===== config.mk =====
export PLATFORM = sky130hd
export DESIGN_NAME = mx_control_message_parser
export DESIGN_NICKNAME = d
export VERILOG_FILES = /design/src/design/mcp_pkg.sv /design/src/design/mcp_front.sv /design/src/design/mcp_back.sv /design/src/design/mx_control_message_parser.sv
export SDC_FILE = /design/constraint.sdc
export NUM_CORES = 1
export LEC_CHECK = 0
export BUFFER_PORTS_ARGS = -buffer_cell sky130_fd_sc_hd__buf_4
export CAP_MARGIN = 20
export CORE_MARGIN = 4
export CORE_UTILIZATION = 40
export DETAILED_ROUTE_END_ITERATION = 10
export PLACE_DENSITY = 0.63
export SETUP_SLACK_MARGIN = 0.1
export SLEW_MARGIN = 40
export SYNTH_ARGS = -nofsm -noshare
export SYNTH_HDL_FRONTEND = slang
export SYNTH_HIERARCHICAL = 1
export SYNTH_SLANG_ARGS = --single-unit

===== constraint.sdc =====
create_clock -name clk -period 5.4 [get_ports clk]
set_clock_uncertainty 0.15 [all_clocks]
set_input_delay 0.54 -clock clk [delete_from_list [all_inputs] [get_ports clk]]
set_output_delay 0.54 -clock clk [all_outputs]
set_load 0.01 [all_outputs]

===== src/design/mcp_pkg.sv =====
// Package for the control message parser: field and type codes, payload types.
// No dependencies; used by every module of the parser.
package mcp_pkg;

	localparam logic [3:0] F_TYPE  = 4'd0;
	localparam logic [3:0] F_CID   = 4'd1;
	localparam logic [3:0] F_SEQ   = 4'd2;
	localparam logic [3:0] F_LINK  = 4'd3;
	localparam logic [3:0] F_PROBE = 4'd4;
	localparam logic [3:0] F_RCID  = 4'd5;
	localparam logic [3:0] F_STAMP = 4'd6;
	localparam logic [3:0] F_REV   = 4'd7;
	localparam logic [3:0] F_FLOW  = 4'd8;
	localparam logic [3:0] F_N     = 4'd9;
	localparam logic [3:0] F_K     = 4'd10;
	localparam logic [3:0] F_L     = 4'd11;
	localparam logic [3:0] F_OWD   = 4'd12;
	localparam logic [3:0] F_QD    = 4'd13;
	localparam logic [3:0] F_SSN   = 4'd14;
	localparam logic [3:0] F_DELAY = 4'd15;

	// parser phase: a field code, or idle
	localparam logic [4:0] PH_IDLE = 5'd16;

	localparam logic [7:0] T_PROBE = 8'd1;
	localparam logic [7:0] T_TSU   = 8'd5;
	localparam logic [7:0] T_ACK   = 8'd6;
	localparam logic [7:0] T_TSA   = 8'd7;

	localparam logic [7:0] HDR_LEN_RESET = 8'd2;

	typedef struct packed {
		logic [7:0] byte_value;
		logic       first;
	} in_item_t;

	typedef struct packed {
		logic [7:0]  msg_type;
		logic [3:0]  field_code;
		logic [31:0] field_value;
		logic [7:0]  element_index;
		logic        last;
		logic        error;
		logic [10:0] total_length;
	} out_item_t;

endpackage


===== src/design/mcp_front.sv =====
// Front end of the parser: byte-serial field assembly and classification.
// Depends on mcp_pkg; emits one field item per completed field into the queue.
module mcp_front (
	input  logic               clk,
	input  logic               arst_n,
	input  logic               accept,
	input  mcp_pkg::in_item_t  in_data,
	input  logic [7:0]         hdr_len,
	output logic               push,
	output mcp_pkg::out_item_t push_data
);

	logic [4:0]  phase_q;
	logic [7:0]  type_q;
	logic [1:0]  bif_q;
	logic [31:0] asm_q;
	logic [7:0]  vc_q;
	logic [7:0]  ec_q;

	logic [3:0]  code;
	logic [7:0]  b;
	logic [31:0] asm_nx;
	logic [2:0]  bif_inc;
	logic        done;
	logic        is_vec;
	logic [8:0]  cnt;
	logic        vec_end;
	logic [7:0]  vc_nx;
	logic [4:0]  nxt;
	logic        known;
	logic        run;
	logic        last;
	logic [10:0] total;

	function automatic logic [2:0] field_bytes(input logic [3:0] c);
		case (c)
			mcp_pkg::F_SEQ:   field_bytes = 3'd2;
			mcp_pkg::F_STAMP: field_bytes = 3'd4;
			mcp_pkg::F_SSN:   field_bytes = 3'd3;
			default:          field_bytes = 3'd1;
		endcase
	endfunction

	function automatic logic [9:0] body_bytes(input logic [7:0] t, input logic [7:0] vc);
		case (t)
			mcp_pkg::T_PROBE: body_bytes = 10'd9;
			mcp_pkg::T_TSU:   body_bytes = 10'd7 + {1'b0, vc, 1'b0} + {2'b0, vc};
			mcp_pkg::T_ACK:   body_bytes = 10'd6;
			default:          body_bytes = 10'd12 + {2'b0, vc};
		endcase
	endfunction

	function automatic logic [4:0] next_after(input logic [3:0] c, input logic [7:0] t,
			input logic [7:0] vc);
		logic tsu;
		logic tsa;
		tsu = (t == mcp_pkg::T_TSU);
		tsa = (t == mcp_pkg::T_TSA);
		case (c)
			mcp_pkg::F_CID:   next_after = {1'b0, mcp_pkg::F_SEQ};
			mcp_pkg::F_SEQ:   next_after = (tsu || t == mcp_pkg::T_PROBE) ?
				{1'b0, mcp_pkg::F_LINK} : {1'b0, mcp_pkg::F_STAMP};
			mcp_pkg::F_LINK:  next_after = tsu ? {1'b0, mcp_pkg::F_REV} : {1'b0, mcp_pkg::F_PROBE};
			mcp_pkg::F_PROBE: next_after = {1'b0, mcp_pkg::F_RCID};
			mcp_pkg::F_RCID:  next_after = {1'b0, mcp_pkg::F_STAMP};
			mcp_pkg::F_STAMP: next_after = tsa ? {1'b0, mcp_pkg::F_FLOW} : mcp_pkg::PH_IDLE;
			mcp_pkg::F_REV:   next_after = {1'b0, mcp_pkg::F_FLOW};
			mcp_pkg::F_FLOW:  next_after = tsa ? {1'b0, mcp_pkg::F_SSN} : {1'b0, mcp_pkg::F_N};
			mcp_pkg::F_SSN:   next_after = {1'b0, mcp_pkg::F_DELAY};
			mcp_pkg::F_DELAY: next_after = {1'b0, mcp_pkg::F_N};
			mcp_pkg::F_N: begin
				if (vc == 8'd0)
					next_after = tsu ? {1'b0, mcp_pkg::F_L} : mcp_pkg::PH_IDLE;
				else
					next_after = tsu ? {1'b0, mcp_pkg::F_K} : {1'b0, mcp_pkg::F_OWD};
			end
			mcp_pkg::F_L:     next_after = (vc == 8'd0) ? mcp_pkg::PH_IDLE : {1'b0, mcp_pkg::F_OWD};
			default:          next_after = mcp_pkg::PH_IDLE;
		endcase
	endfunction

	always_comb begin
		b       = in_data.byte_value;
		code    = phase_q[3:0];
		run     = accept && !in_data.first && !phase_q[4];
		known   = (b == mcp_pkg::T_PROBE) || (b == mcp_pkg::T_TSU) ||
			(b == mcp_pkg::T_ACK) || (b == mcp_pkg::T_TSA);
		// start number is big-endian, everything else little-endian
		if (code == mcp_pkg::F_SSN)
			asm_nx = {8'h00, asm_q[15:0], b};
		else
			asm_nx = asm_q | ({24'h0, b} << {bif_q, 3'b000});
		bif_inc = {1'b0, bif_q} + 3'd1;
		done    = (bif_inc >= field_bytes(code));
		is_vec  = (code == mcp_pkg::F_K) || (code == mcp_pkg::F_OWD) || (code == mcp_pkg::F_QD);
		cnt     = {1'b0, ec_q} + 9'd1;
		vec_end = (cnt >= {1'b0, vc_q});
		vc_nx   = (code == mcp_pkg::F_N) ? asm_nx[7:0] : vc_q;
		if (is_vec) begin
			if (!vec_end)
				nxt = phase_q;
			else if (code == mcp_pkg::F_K)
				nxt = {1'b0, mcp_pkg::F_L};
			else if (code == mcp_pkg::F_OWD && type_q == mcp_pkg::T_TSU)
				nxt = {1'b0, mcp_pkg::F_QD};
			else
				nxt = mcp_pkg::PH_IDLE;
		end else begin
			nxt = next_after(code, type_q, vc_nx);
		end
		last  = (nxt == mcp_pkg::PH_IDLE);
		total = {3'b000, hdr_len} + {1'b0, body_bytes(type_q, vc_nx)};

		push      = (accept && in_data.first) || (run && done);
		push_data = '0;
		if (in_data.first) begin
			push_data.msg_type     = b;
			push_data.field_code   = mcp_pkg::F_TYPE;
			push_data.field_value  = {24'h0, b};
			push_data.last         = !known;
			push_data.error        = !known;
			push_data.total_length = known ? 11'd0 : {3'b000, hdr_len};
		end else begin
			push_data.msg_type      = type_q;
			push_data.field_code    = code;
			push_data.field_value   = asm_nx;
			push_data.element_index = is_vec ? ec_q : 8'd0;
			push_data.last          = last;
			push_data.total_length  = last ? total : 11'd0;
		end
	end

	always_ff @(posedge clk or negedge arst_n) begin
		if (!arst_n) begin
			phase_q <= mcp_pkg::PH_IDLE;
			type_q  <= '0;
			bif_q   <= '0;
			asm_q   <= '0;
			vc_q    <= '0;
			ec_q    <= '0;
		end else if (accept && in_data.first) begin
			phase_q <= known ? {1'b0, mcp_pkg::F_CID} : mcp_pkg::PH_IDLE;
			type_q  <= b;
			bif_q   <= '0;
			asm_q   <= '0;
			vc_q    <= '0;
			ec_q    <= '0;
		end else if (run) begin
			if (!done) begin
				asm_q <= asm_nx;
				bif_q <= bif_inc[1:0];
			end else begin
				asm_q   <= '0;
				bif_q   <= '0;
				vc_q    <= vc_nx;
				phase_q <= nxt;
				if (is_vec)
					ec_q <= vec_end ? 8'd0 : cnt[7:0];
				else if (code == mcp_pkg::F_N)
					ec_q <= 8'd0;
			end
		end
	end

endmodule


===== src/design/mcp_back.sv =====
// Back end of the parser: field queue and output register.
// Depends on mcp_pkg; fed by mcp_front, drives the result channel.
module mcp_back #(
	parameter int DEPTH = 4
) (
	input  logic               clk,
	input  logic               arst_n,
	input  logic               push,
	input  mcp_pkg::out_item_t push_data,
	output logic               full,
	output logic               out_valid,
	input  logic               out_ready,
	output mcp_pkg::out_item_t out_data
);

	localparam int PW = (DEPTH > 1) ? $clog2(DEPTH) : 1;
	localparam int CW = $clog2(DEPTH + 1);

	mcp_pkg::out_item_t mem [DEPTH];

	logic [PW-1:0] wr_ptr_q;
	logic [PW-1:0] rd_ptr_q;
	logic [CW-1:0] cnt_q;
	logic          out_valid_q;
	mcp_pkg::out_item_t out_data_q;
	logic          load;

	function automatic logic [PW-1:0] ptr_inc(input logic [PW-1:0] p);
		ptr_inc = (p == PW'(DEPTH - 1)) ? '0 : p + PW'(1);
	endfunction

	// move the queue head into the output register when it is free or drained
	assign load      = (cnt_q != '0) && (!out_valid_q || out_ready);
	assign full      = (cnt_q == CW'(DEPTH));
	assign out_valid = out_valid_q;
	assign out_data  = out_data_q;

	always_ff @(posedge clk) begin
		if (push)
			mem[wr_ptr_q] <= push_data;
		if (load)
			out_data_q <= mem[rd_ptr_q];
	end

	always_ff @(posedge clk or negedge arst_n) begin
		if (!arst_n) begin
			wr_ptr_q    <= '0;
			rd_ptr_q    <= '0;
			cnt_q       <= '0;
			out_valid_q <= 1'b0;
		end else begin
			if (push)
				wr_ptr_q <= ptr_inc(wr_ptr_q);
			if (load)
				rd_ptr_q <= ptr_inc(rd_ptr_q);
			cnt_q <= cnt_q + CW'(push) - CW'(load);
			if (load)
				out_valid_q <= 1'b1;
			else if (out_ready)
				out_valid_q <= 1'b0;
		end
	end

endmodule


===== src/design/mx_control_message_parser.sv =====
// Top level of the control message parser: header length register, front and back.
// Depends on mcp_pkg, mcp_front and mcp_back.
//
//   channel   signals                         direction
//   input     in_valid, in_ready, in_data     bytes in, one transfer per byte
//   output    out_valid, out_ready, out_data  one transfer per completed field
//   config    wr_en, wr_data                  header_len write, no wait
//
// One byte per cycle while in_ready is high; the field assembly state updates in
// the cycle the byte is taken. The queue takes a completed field at the transfer of
// its last byte; out_valid rises when the free or draining output register loads it.
// in_ready drops only when the QUEUE_DEPTH entry field queue is full.
// Reset clears the parser to idle, empties the queue and sets header_len to 2.
module mx_control_message_parser #(
	parameter int QUEUE_DEPTH = 4
) (
	input  logic               clk,
	input  logic               arst_n,
	input  logic               in_valid,
	output logic               in_ready,
	input  mcp_pkg::in_item_t  in_data,
	output logic               out_valid,
	input  logic               out_ready,
	output mcp_pkg::out_item_t out_data,
	input  logic               wr_en,
	input  logic [7:0]         wr_data
);

	logic [7:0]         hdr_len_q;
	logic               accept;
	logic               push;
	logic               full;
	mcp_pkg::out_item_t push_data;

	assign in_ready = !full;
	assign accept   = in_valid && in_ready;

	always_ff @(posedge clk or negedge arst_n) begin
		if (!arst_n)
			hdr_len_q <= mcp_pkg::HDR_LEN_RESET;
		else if (wr_en)
			hdr_len_q <= wr_data;
	end

	mcp_front u_front (
		.clk       (clk),
		.arst_n    (arst_n),
		.accept    (accept),
		.in_data   (in_data),
		.hdr_len   (hdr_len_q),
		.push      (push),
		.push_data (push_data)
	);

	mcp_back #(
		.DEPTH (QUEUE_DEPTH)
	) u_back (
		.clk       (clk),
		.arst_n    (arst_n),
		.push      (push),
		.push_data (push_data),
		.full      (full),
		.out_valid (out_valid),
		.out_ready (out_ready),
		.out_data  (out_data)
	);

`ifndef NO_ASSERTIONS
	// a start byte always yields the type field
	a_first_pushes: assert property (@(posedge clk) disable iff (!arst_n)
		accept && in_data.first |-> push)
		else $error("start byte gave no type field");

	a_error_is_last: assert property (@(posedge clk) disable iff (!arst_n)
		push && push_data.error |-> push_data.last)
		else $error("error field not marked last");

	a_len_only_last: assert property (@(posedge clk) disable iff (!arst_n)
		push && !push_data.last |-> push_data.total_length == 11'd0)
		else $error("total length on a non-final field");

	a_no_push_full: assert property (@(posedge clk) disable iff (!arst_n)
		full |-> !push)
		else $error("field pushed into a full queue");
`endif

endmodule

==> results of run 1 <==
-- cell usage in the layout, fill, tap and decap left out, drive strengths merged, types with 4 or more instances in the layout --
cell and n:
edfxtp 325, buf 116, nor2 101, dfrtp 77, mux4 65, a21oi 59
inv 59, clkbuf 56, ha 44, nand2 44, o21ai 43, mux2 28
a22o 25, a211oi 18, xnor2 17, nand2b 17, o22a 17, nand3 14
and3 13, clkinv 13, nor2b 10, and2 10, xor2 9, nor3 8
a31oi 8, a21o 7, a22oi 6, bufinv 5, o22ai 5, or2 4
-- metal layers --
| metal | vias to the layer above | global-route usage, % | part of all wire [%] |
|---|---|---|---|
| li1 | 4564 | - | - |
| met1 | 5009 | 22.0 | 45 |
| met2 | 259 | 24.8 | 48 |
| met3 | 49 | 2.58 | 4.8 |
| met4 | 0 | 3.96 | 1.9 |
| met5 | - | 0 | 0 |
-- registers in the layout, indices dropped and copies added (netlist names) --
register and flops:
u_back/mem 260, u_back/out_data 65, u_front/asm_q 32, hdr_len_q 8, u_front/ec_q 8, u_front/type_q 8, u_front/vc_q 8, u_front/phase_q 5
u_back/cnt_q 3, u_back/rd_ptr_q 2, u_back/wr_ptr_q 2, u_front/bif_q 2, u_back/out_valid 1
-- worst max-delay path, delay by kind of cell (launching register included) --
kind            cells  cell delay [ns]
compound gates      8             1.54
xor+xnor            2             0.27
fa+ha+maj           3             0.93
flops               1             0.50
simple gates        6             1.26
-- power breakdown --
| part | switching, mW | total (mW) | internal, mW |
|---|---|---|---|
| Clock | 1.20 | 2.97 | 1.77 |
| Combinational | 1.86 | 3.41 | 1.55 |
| Sequential | 0.407 | 4.61 | 4.20 |
| Total | 3.46 | 11.0 | 7.53 |
-- area by class of cell --
type	count	area [µm²]
clock inverters	23	289
flip-flops and latches	404	11700
inverters	55	206
well taps	585	732
clock buffers	56	1150
multi-input cells	618	5350
fillers	3768	23000
repair buffers	117	897
-- repair_timing --
action | in CTS | in global routing
hold buffers | 1 | 0
endpoints found under the hold margin | 16 | 0
setup endpoints to repair | 0 | 16
resized for setup | 0 | 1
-- logic make-up (layout without fill, tap and decap cells) --
kind of cell | count (synthesis) | in the layout
AO/OA/AOI/OAI | 210 | 210
XOR/XNOR | 26 | 26
adder cells (fa/ha/maj) | 46 | 46
buffers and inverters | 116 | 251
flip-flops | 404 | 404
multiplexers | 96 | 96
AND/OR/NAND/NOR | 240 | 240
-- worst max path at each step --
stage | from | endpoint | slack (ns) | depth (start not counted)
floorplan | u_front/phase_q[0]$_DFFE_PN0P_ | u_back/mem[0][0]$_DFFE_PP_ | 0.96 | 13
global placement | u_front/phase_q[1]$_DFFE_PN0P_ | u_back/mem[2][8]$_DFFE_PP_ | 0.53 | 19
detailed placement | u_front/phase_q[1]$_DFFE_PN0P_ | u_back/mem[2][8]$_DFFE_PP_ | 0.39 | 19
CTS | u_front/phase_q[1]$_DFFE_PN0P_ | u_back/mem[1][8]$_DFFE_PP_ | 0.34 | 19
global route | u_front/phase_q[1]$_DFFE_PN0P_ | u_back/mem[1][8]$_DFFE_PP_ | 0.13 | 19
finish | u_front/phase_q[1]$_DFFE_PN0P_ | u_back/mem[1][8]$_DFFE_PP_ | 0.47 | 19
==> flow_summary_export.csv, run 1 <==
group,metric,value,unit
synthesis,synth-edff-count,325,
route,routed_via_density,5.32,
hold_path,timing.hold.worst.class,"in -> reg",
finish,antennaDiodeCount,0,
synthesis,post_synth_inst_count,1138,
route,firstDrtPassIters,5,
placement,pre_cts_slack,0.389,ns
grt,grt_antenna_before_repair,0,
synthesis,synth_top_cells_by_count,"325 x sky130_fd_sc_hd__edfxtp_1, 99 x sky130_fd_sc_hd__nor2_1, 77 x sky130_fd_sc_hd__dfrtp_1, 65 x sky130_fd_sc_hd__mux4_2, 59 x sky130_fd_sc_hd__a21oi_1",
hold_path,worst_hold_path.num_cells,2,
floorplan,rows,76,
route,postRouteAntennaNets,0,
worst_setup_path,cpMostUsedCell,"sky130_fd_sc_hd__ha_1",
sta,period_share,91.2,%
sta,drv_slew,0,
synthesis,synth_adder_area_share,3.35,%
sta,headroom_to_the_max_slew_limit,48.5,%
worst_setup_path,timing.critical_path.cells,"and4bb_2 > nor2_2 > a31oi_4 > ha_1 > ha_1 > nand2_1 > a311oi_1 > a22oi_1 > and2_1 > xnor2_1 > o22ai_1 > ha_1 > a21boi_0 > o21ai_0 > nand2b_1 > a21o_1 > a21o_1 > xor2_1 > and2_1",
floorplan,initial_utilization,40.7,%
grt,first_global_vias,9965,
synthesis,synth_area_per_cell,15.5,µm²
sta,rsz0062_at_grt,"false",
worst_setup_path,reg2reg_from,"u_front/phase_q[1]$_DFFE_PN0P_",
synthesis,synth_area_leaders,"sky130_fd_sc_hd__edfxtp_1 55%, sky130_fd_sc_hd__dfrtp_1 11%, sky130_fd_sc_hd__mux4_2 8.3%",
route,total_vias_in_the_final_route,9881,
finish,post-route-util,47.0,%
clock_network,clkSlewWorstSetupHoldPaths,0.06,ns
clock_network,cts_tree,"done",
sta,final_critical_path_setup_slack,0.474,ns
synthesis,synth.mux.area_fraction,10.4,%
synthesis,synth.net_count,1206,
synthesis,yosys_register_bits,404,
placement,placement.cell_area,18900,µm²
floorplan,fp.dieW,218,µm
placement,dp_cells,1778,
clock_network,cts_htree_levels,2,
clock_network,clock_sinks,404,
worst_setup_path,crit_path_max_incr_delay,0.58,ns
synthesis,yosys_most_used_dff,"sky130_fd_sc_hd__edfxtp_1",
route,avgRoutedWirePerCell,19.7,µm
placement,place_congestion,0.873,
floorplan,die_y,218,µm
clock_network,ctsRootBufferMaster,"sky130_fd_sc_hd__clkbuf_16",
power,p_leak,7.60,nW
worst_setup_path,crit_fanout,12,
power,vdd.ir_drop.worst,0.269,mV
route,drt-initial-drc-count,882,
synthesis,synth_top_area_cell,"sky130_fd_sc_hd__edfxtp_1",
synthesis,synth_xor_area_share,1.29,%
synthesis,synth-seq-area-share,66.6,%
run_status,outcome,"completed",
worst_setup_path,timing.critical_path.slowest_stage_cell,"sky130_fd_sc_hd__and4bb_2",
finish,fin_cells,1858,
sta,worstMarginPinSlew,0.767,ns
synthesis,synth_compound_area_share,8.13,%
sta,final.setup.tns,0,ns
grt,grt_pass1_wl,57600,µm
worst_setup_path,worstRegToRegCells,19,
floorplan,floorplan.core_area,43400,µm²
clock_network,cts_inserted_buffers,43,
synthesis,synthesis.area,17600,µm²
placement,dp_hpwl,24200,µm
floorplan,floorplan.die_area,47500,µm²
sta,maxClockFrequency,203,MHz
worst_setup_path,critical_path.endpoint_type,"flop",
synthesis,synth_simple_gate_area_share,6.94,%
run,timing.max_cap.violations,0,
finish,areaGrowthSynthToFinish,15.6,%
grt,grt_usage,15.4,%
synthesis,synth_most_common_cell,"sky130_fd_sc_hd__edfxtp_1",
synthesis,synth_warnings,6,
sta,finalHoldViolations,0,
finish,postLayoutCellArea,20400,µm²
floorplan,num_io_pins,89,
sta,hold-worst-slack,0.0283,ns
hold_path,worst_hold_path.endpoint,"u_back/out_valid$_DFFE_PN0P_",
placement,port-buffer-count,88,
route,drt_drc_violations_left,0,
hold_path,hold_path_startpoint,"out_ready",
worst_setup_path,worstPathArrival,5.07,ns
sta,layout_min_cycle_time,4.93,ns
synthesis,yosysTopAreaCellShare,55.4,%
worst_setup_path,crit-reg2reg-capture,"u_back/mem[1][8]$_DFFE_PP_",
grt,global_route.overflow_total,0,
clock_network,post-cts-setup-buffer-count,0,
worst_setup_path,timing_worst_setup_path_type,"reg -> reg",
synthesis,ys_async_sr_fraction,19.6,%
worst_setup_path,start_kind,"flop",
power,power,11.0,mW
clock_network,max-clock-path-buffers,3,
worst_setup_path,regToRegSetupSlack,0.47,ns
clock_network,clk_latency,0.56,ns
finish,final_layout_size_suffix_gt1_share,24.4,%
synthesis,synth_top_family_by_area,"multiplexers",
finish,layout.nets,1307,
worst_setup_path,worstPathRequired,5.54,ns
power,power_per_cell_area,540,nW/µm²
route,totalWireLength,36700,µm
synthesis,synth_cell_types,74,
sta,setup_viol_count_final,0,
grt,grt_start_max_net_pins,64,
(Power assumes the default switching activity.)
==> run 2: changes to the inputs <==
SYNTH_HIERARCHICAL = unset   (was 1)
clock period = 4.5 ns   (was 5.4 ns; I/O delays follow)
==> run 2 against run 1 <==
Compared with the run above:
- non-clock buffer count up 50
- design area grew 2.3%
- synthesized cell count rose by 3.4%
- critical endpoint is now u_back.mem[2][8]$_DFFE_PP_
- highest routed layer unchanged
==> flow_summary_export.csv, run 2 <==
group,metric,value,unit
power,net_switching_fraction_of_the_power,30.7,%
finish,postLayoutCellArea,20900,µm²
finish,top_register,"u_back.mem",
worst_setup_path,timing.critical_path.slowest_stage_cell,"sky130_fd_sc_hd__dfrtp_1",
sta,rsz0062_at_grt,"true",
worst_setup_path,cpMostUsedCell,"sky130_fd_sc_hd__xnor2_1",
route,met2_length,18200,µm
clock_network,ctsRootBufferMaster,"sky130_fd_sc_hd__clkbuf_16",
synthesis,ys_async_sr_fraction,19.6,%
power,p_int,8.75,mW
hold_path,worst_hold_path.num_cells,3,
placement,pre_cts_slack,0.0698,ns
finish,mostFrequentLayoutCell,"sky130_fd_sc_hd__edfxtp_1",
floorplan,num_io_pins,89,
power,combinational_share_of_power,29.1,%
floorplan,die_y,217,µm
grt,grt_antenna_before_repair,0,
worst_setup_path,critical_path.endpoint_type,"flop",
floorplan,rows,76,
grt,global_route.overflow_total,0,
clock_network,max-clock-path-buffers,3,
hold_path,timing.hold.worst.class,"in -> reg",
power,clkPwrFrac,27.5,%
sta,maxClockFrequency,234,MHz
synthesis,synth-seq-area-share,67.0,%
route,met3_wirelength,2180,µm
worst_setup_path,timing_worst_setup_path_type,"reg -> reg",
grt,grt_start_max_net_pins,66,
placement,port-buffer-count,88,
clock_network,cts_tree,"done",
synthesis,synth_most_common_cell,"sky130_fd_sc_hd__edfxtp_1",
finish,layout.nets,1391,
power,vdd.ir_drop.worst,0.285,mV
finish,areaGrowthSynthToFinish,19.1,%
route,drt-initial-drc-count,954,
floorplan,initial_utilization,40.6,%
finish,num-fill-cells,3684,
floorplan,floorplan.core_area,43200,µm²
route,total_vias_in_the_final_route,10300,
worst_setup_path,crit_fanout,10,
placement,dp_hpwl,24300,µm
route,route.top_layer_used,"met4",
run,timing.max_cap.violations,0,
finish,antennaDiodeCount,0,
route,postRouteAntennaNets,0,
sta,worstMarginPinSlew,0.739,ns
worst_setup_path,critical-path-top-delay-family,"compound AO/OA/AOI/OAI gates",
worst_setup_path,start_kind,"flop",
worst_setup_path,critPathBufInv,1,
sta,final_critical_path_setup_slack,0.227,ns
synthesis,post_synth_inst_count,1177,
worst_setup_path,timing.critical_path.cells,"and4bb_4 > buf_8 > nor2_2 > a31oi_4 > xnor2_1 > ha_1 > nand2_2 > a311oi_2 > a22oi_2 > nor2b_4 > xnor2_1 > o22ai_1 > ha_1 > a21boi_2 > o21ai_1 > nand2b_1 > a21o_1 > a21oi_2 > xnor2_1 > nor2_2",
synthesis,yosysTopAreaCellShare,55.7,%
placement,placement.cell_area,19100,µm²
synthesis,synth_area_leaders,"sky130_fd_sc_hd__edfxtp_1 56%, sky130_fd_sc_hd__dfrtp_1 11%, sky130_fd_sc_hd__mux4_2 8.4%",
route,routed_via_density,5.30,
synthesis,synth_area_per_cell,14.9,µm²
sta,final.setup.tns,0,ns
sta,headroom_to_the_max_slew_limit,50.6,%
power,netSwitchingPower,3.88,mW
floorplan,fp.dieW,217,µm
worst_setup_path,worstPathArrival,4.42,ns
sta,period_share,95.0,%
power,power_per_cell_area,606,nW/µm²
power,pwr-share-seq,43.3,%
clock_network,cts_inserted_buffers,43,
power,p_leak,7.68,nW
worst_setup_path,timing.critical_path.depth,20,
route,drt_drc_violations_left,0,
grt,grt_usage,16.1,%
worst_setup_path,worstRegToRegCells,20,
route,drt-met1-wl,17500,µm
grt,grt_pass1_wl,59600,µm
finish,final_layout_size_suffix_gt1_share,26.0,%
clock_network,clock_sinks,404,
synthesis,synth.net_count,1244,
floorplan,floorplan.die_area,47200,µm²
route,avgRoutedWirePerCell,19.8,µm
synthesis,yosys_most_used_dff,"sky130_fd_sc_hd__edfxtp_1",
run_status,outcome,"completed",
sta,finalHoldViolations,0,
synthesis,yosys_register_bits,404,
route,totalWireLength,38500,µm
finish,flip_flop_count_of_the_largest_register_all_copies_and_words_added,260,
synthesis,synth-edff-count,325,
clock_network,clkSlewWorstSetupHoldPaths,0.06,ns
synthesis,synthesis.area,17500,µm²
placement,place_congestion,0.914,
clock_network,cts_htree_levels,2,
synthesis,synth_top_area_cell,"sky130_fd_sc_hd__edfxtp_1",
finish,layout_common_cells,"325 x sky130_fd_sc_hd__edfxtp_1, 148 x sky130_fd_sc_hd__buf_4, 82 x sky130_fd_sc_hd__nor2_1, 76 x sky130_fd_sc_hd__a21oi_1, 75 x sky130_fd_sc_hd__dfrtp_1",
route,firstDrtPassIters,5,
worst_setup_path,worstPathRequired,4.65,ns
sta,layout_min_cycle_time,4.27,ns
synthesis,synth_cell_types,69,
sta,setup_viol_count_final,0,
synthesis,synth_warnings,0,
synthesis,synth_top_cells_by_count,"325 x sky130_fd_sc_hd__edfxtp_1, 84 x sky130_fd_sc_hd__nor2_1, 81 x sky130_fd_sc_hd__a21oi_1, 77 x sky130_fd_sc_hd__dfrtp_1, 74 x sky130_fd_sc_hd__nand2_1",
clock_network,clk_latency,0.58,ns
worst_setup_path,crit_path_max_incr_delay,0.43,ns
sta,drv_slew,0,
grt,first_global_vias,10200,
[run 2: power groups by stage]
stage | Combinational, mW | Sequential, mW | Clock (mW)
3_3_place_gp | 3.59 | 5.54 | 0
2_1_floorplan | 2.27 | 5.47 | 0
3_5_place_dp | 3.62 | 5.56 | 0
6_report | 3.68 | 5.47 | 3.48
5_1_grt | 4.03 | 5.56 | 3.75
4_1_cts | 3.64 | 5.49 | 3.58
[run 2: repair_timing]
item,CTS,global route
pin swaps,1,16
hold endpoints to repair,57,0
hold buffers,11,0
resized for setup,6,25
cloned,0,0
setup endpoints to repair,12,22
setup buffers,0,11
[run 2: worst register-to-register path: cells and delay by family (launching register included)]
| kind | cells | cell delay [ns] |
|---|---|---|
| AOI/OAI and AO/OA | 8 | 1.33 |
| xor gates and xnor gates | 3 | 0.41 |
| adders and majority gates | 2 | 0.67 |
| buffers and inverters | 1 | 0.15 |
| DFF | 1 | 0.43 |
| and+or+nand+nor | 6 | 0.86 |
[run 2: final timing paths]
check,end,slack [ns],start
worst max-delay path,u_back.mem[2][8]$_DFFE_PP_,0.23,u_front.phase_q[2]$_DFFE_PN0P_
worst min-delay path,u_front.type_q[6]$_DFFE_PN0P_,0.05,in_data[7]
worst max register to register,u_back.mem[2][8]$_DFFE_PP_,0.23,u_front.phase_q[2]$_DFFE_PN0P_
worst min register to register,u_front.asm_q[29]$_DFFE_PN0P_,0.35,u_front.asm_q[29]$_DFFE_PN0P_
max in group asynchronous,hdr_len_q[1]$_DFFE_PN1P_,2.87,arst_n
min in group asynchronous,u_front.asm_q[20]$_DFFE_PN0P_,0.36,arst_n
[run 2: per-stage QoR]
step | cells | hold WS (ns) | utilization, % | power (mW)
4_1_cts | 1933 | 0.00842 | 47.9 | 12.7
5_1_grt | 1944 | 0.0202 | 48.3 | 13.3
6_report | 1944 | 0.0475 | 48.3 | 12.6
2_1_floorplan | 1177 | 0.00441 | - | 7.75
3_3_place_gp | 1842 | 0.329 | 44.3 | 9.13
3_5_place_dp | 1842 | 0.338 | 44.3 | 9.18
[run 2: layout make-up]
cell class,count,area (µm²),area share [%]
Tap cell,585,732,3.51
Timing Repair Buffer,167,1350,6.48
Clock inverter,33,300,1.44
Multi-Input combinational cell,658,5430,26.1
Inverter,50,188,0.900
Sequential cell,404,11700,56.3
Clock buffer,47,1100,5.28
[run 2: cell families after synthesis]
kind of cell | synth area share, %
and+or+nand+nor | 7.31
AOI/OAI and AO/OA | 8.88
adders and majority gates | 3.30
xor gates and xnor gates | 1.20
DFF | 67.0
buffers and inverters | 2.63
muxes | 9.63
[run 2: metal layers]
metal  global-route usage, %  up-vias
met2                    25.8      301
met5                       0        -
met1                    22.9     5185
li1                        -     4768
met3                    3.21       58
met4                    4.16        0
==> run 3: changes to the inputs <==
PLACE_DENSITY = 0.61   (was 0.63)
clock period = 4.64 ns   (was 4.5 ns; I/O delays follow)
==> run 3 against run 2 <==
Compared with the run above:
- register-to-register slack improved by 0.08 ns
- critical path type unchanged
- non-clock buffer count decreased by 11
- total power is 3.1% lower
- critical endpoint is now u_back.mem[0][8]$_DFFE_PP_
- sequential power down 3%
- combinational power shrank 5%
- critical path depth did not move
- sequential cell count did not move
- clock power down 1%
- cell count decreased by 0.67%
- sequential share of layout area rose by 0.37 points
==> flow_summary_export.csv, run 3 (same netlist as run 2, synthesis figures left out) <==
group,metric,value,unit
power,clkPwrFrac,28.1,%
worst_setup_path,timing_worst_setup_path_type,"reg -> reg",
sta,maxClockFrequency,231,MHz
sta,rsz0062_at_grt,"true",
grt,globalRouteMet3Util,3.53,%
clock_network,clkSlewWorstSetupHoldPaths,0.06,ns
grt,global_route.overflow_total,0,
clock_network,clock_sinks,404,
worst_setup_path,start_kind,"flop",
worst_setup_path,crit_fanout,5,
floorplan,floorplan.die_area,47200,µm²
sta,finalHoldViolations,0,
worst_setup_path,critical_path.endpoint_type,"flop",
grt,busiest_layer,"met2",
finish,antennaDiodeCount,0,
power,p_leak,7.62,nW
route,drt-initial-drc-count,891,
clock_network,cts_htree_levels,2,
floorplan,floorplan.core_area,43200,µm²
clock_network,cts_tree,"done",
sta,layout_min_cycle_time,4.34,ns
grt,grt_pass1_wl,59900,µm
clock_network,max-clock-path-buffers,3,
worst_setup_path,regToRegSetupSlack,0.30,ns
run,timing.max_cap.violations,0,
power,combinational_share_of_power,28.7,%
power,power_per_cell_area,591,nW/µm²
grt,grt_usage,16.3,%
route,total_vias_in_the_final_route,10200,
floorplan,rows,76,
worst_setup_path,worstPathArrival,4.48,ns
power,net_switching_fraction_of_the_power,30.5,%
grt,met1_usage,23.0,%
sta,drv_slew,0,
sta,final.setup.tns,0,ns
sta,worstMarginPinSlew,0.781,ns
floorplan,fp.dieW,217,µm
finish,final_layout_size_suffix_gt1_share,24.8,%
floorplan,die_y,217,µm
placement,place_congestion,0.897,
finish,areaGrowthSynthToFinish,18.3,%
finish,flip_flop_count_of_the_largest_register_all_copies_and_words_added,260,
route,totalWireLength,38400,µm
placement,dp_hpwl,24600,µm
grt,first_global_vias,10500,
route,routed_via_density,5.29,
power,pwr-share-seq,43.2,%
power,vdd.ir_drop.worst,0.415,mV
route,avgRoutedWirePerCell,19.9,µm
worst_setup_path,worstPathRequired,4.78,ns
sta,setup_viol_count_final,0,
worst_setup_path,timing.critical_path.cells,"and4b_1 > buf_4 > o21ai_2 > a31oi_2 > ha_1 > ha_4 > nand2_1 > a311oi_2 > a22oi_2 > nor2b_4 > xnor2_1 > o22ai_1 > ha_1 > a21boi_1 > o21ai_1 > nand2b_1 > a21o_1 > a21oi_2 > xnor2_1 > nor2_1",
finish,top_register,"u_back.mem",
clock_network,clk_latency,0.58,ns
sta,headroom_to_the_max_slew_limit,47.8,%
finish,layout.nets,1380,
worst_setup_path,timing.critical_path.slowest_stage_cell,"sky130_fd_sc_hd__dfrtp_1",
finish,fin_cells,1931,
sta,hold-worst-slack,0.0620,ns
run_status,outcome,"completed",
route,drt_drc_violations_left,0,
power,netSwitchingPower,3.73,mW
route,firstDrtPassIters,6,
clock_network,cts_inserted_buffers,43,
worst_setup_path,crit_path_max_incr_delay,0.42,ns
floorplan,initial_utilization,40.6,%
grt,grt_start_max_net_pins,68,
finish,layout_common_cells,"325 x sky130_fd_sc_hd__edfxtp_1, 140 x sky130_fd_sc_hd__buf_4, 84 x sky130_fd_sc_hd__nor2_1, 75 x sky130_fd_sc_hd__a21oi_1",
sta,period_share,93.5,%
power,p_int,8.50,mW
placement,port-buffer-count,88,
route,postRouteAntennaNets,0,
floorplan,num_io_pins,89,
hold_path,timing.hold.worst.class,"in -> reg",
grt,grt_antenna_before_repair,0,
grt,grt_met2_use,25.9,%
placement,dp_cells,1837,
finish,mostFrequentLayoutCell,"sky130_fd_sc_hd__edfxtp_1",
clock_network,ctsRootBufferMaster,"sky130_fd_sc_hd__clkbuf_16",
==> run 3: cell type report <==
cell class                 instances  area (µm²)
sequential                       404       11700
timing repair buffer             156        1220
tap                              585         732
clock buffer                      54        1140
multi-input combinational        658        5400
fill                            3746       22500
inverter                          50         188
clock inverter                    24         285
==> run 3: through the flow <==
stage	util (%)	total power, mW	worst slack (ns)	area [µm²]
2_1_floorplan	-	7.51	0.209	17500
3_3_place_gp	44.1	8.82	0.130	19100
3_5_place_dp	44.1	8.86	0.0425	19100
4_1_cts	47.7	12.3	0.135	20600
5_1_grt	48.0	12.9	0.0818	20700
6_report	48.0	12.2	0.302	20700
==> run 3: worst paths after layout <==
path,startpoint,end,depth (start not counted)
setup / recovery,u_front.phase_q[2]$_DFFE_PN0P_,u_back.mem[0][8]$_DFFE_PP_,20
hold / removal,in_data[8],u_front.type_q[7]$_DFFE_PN0P_,3
setup reg to reg,u_front.phase_q[2]$_DFFE_PN0P_,u_back.mem[0][8]$_DFFE_PP_,20
hold reg to reg,u_front.asm_q[26]$_DFFE_PN0P_,u_front.asm_q[26]$_DFFE_PN0P_,2
max in group asynchronous,arst_n,u_front.asm_q[30]$_DFFE_PN0P_,3
min in group asynchronous,arst_n,hdr_len_q[7]$_DFFE_PN0P_,2
==> run 3: critical path, delay by kind of cell (launching register included) <==
family / cells / cell delay, ns
AOI/OAI and AO/OA: 9 / 1.45
adders and majority gates: 3 / 0.95
and+or+nand+nor: 5 / 0.64
DFF: 1 / 0.42
xor gates and xnor gates: 2 / 0.26
buffers and inverters: 1 / 0.16
==> run 3: timing repair <==
action | 4_1_cts | 5_1_grt
buffers inserted | 0 | 4
endpoints found under the setup margin | 12 | 20
cloned | 0 | 0
hold endpoints to repair | 49 | 0
gates resized for setup | 4 | 19
hold buffers | 12 | 0
pin swaps | 0 | 12
==> run 3: layer usage <==
metal	up-vias	routed length, µm
li1	4739	-
met1	5140	17800
met2	266	17700
met3	64	2060
met4	0	827
met5	-	0
==> run 3: power groups by stage <==
stage	Clock [mW]	Combinational, mW	Sequential [mW]
6_report	3.44	3.51	5.29
3_3_place_gp	0	3.47	5.34
2_1_floorplan	0	2.20	5.31
4_1_cts	3.52	3.52	5.30
5_1_grt	3.68	3.84	5.38
3_5_place_dp	0	3.50	5.37
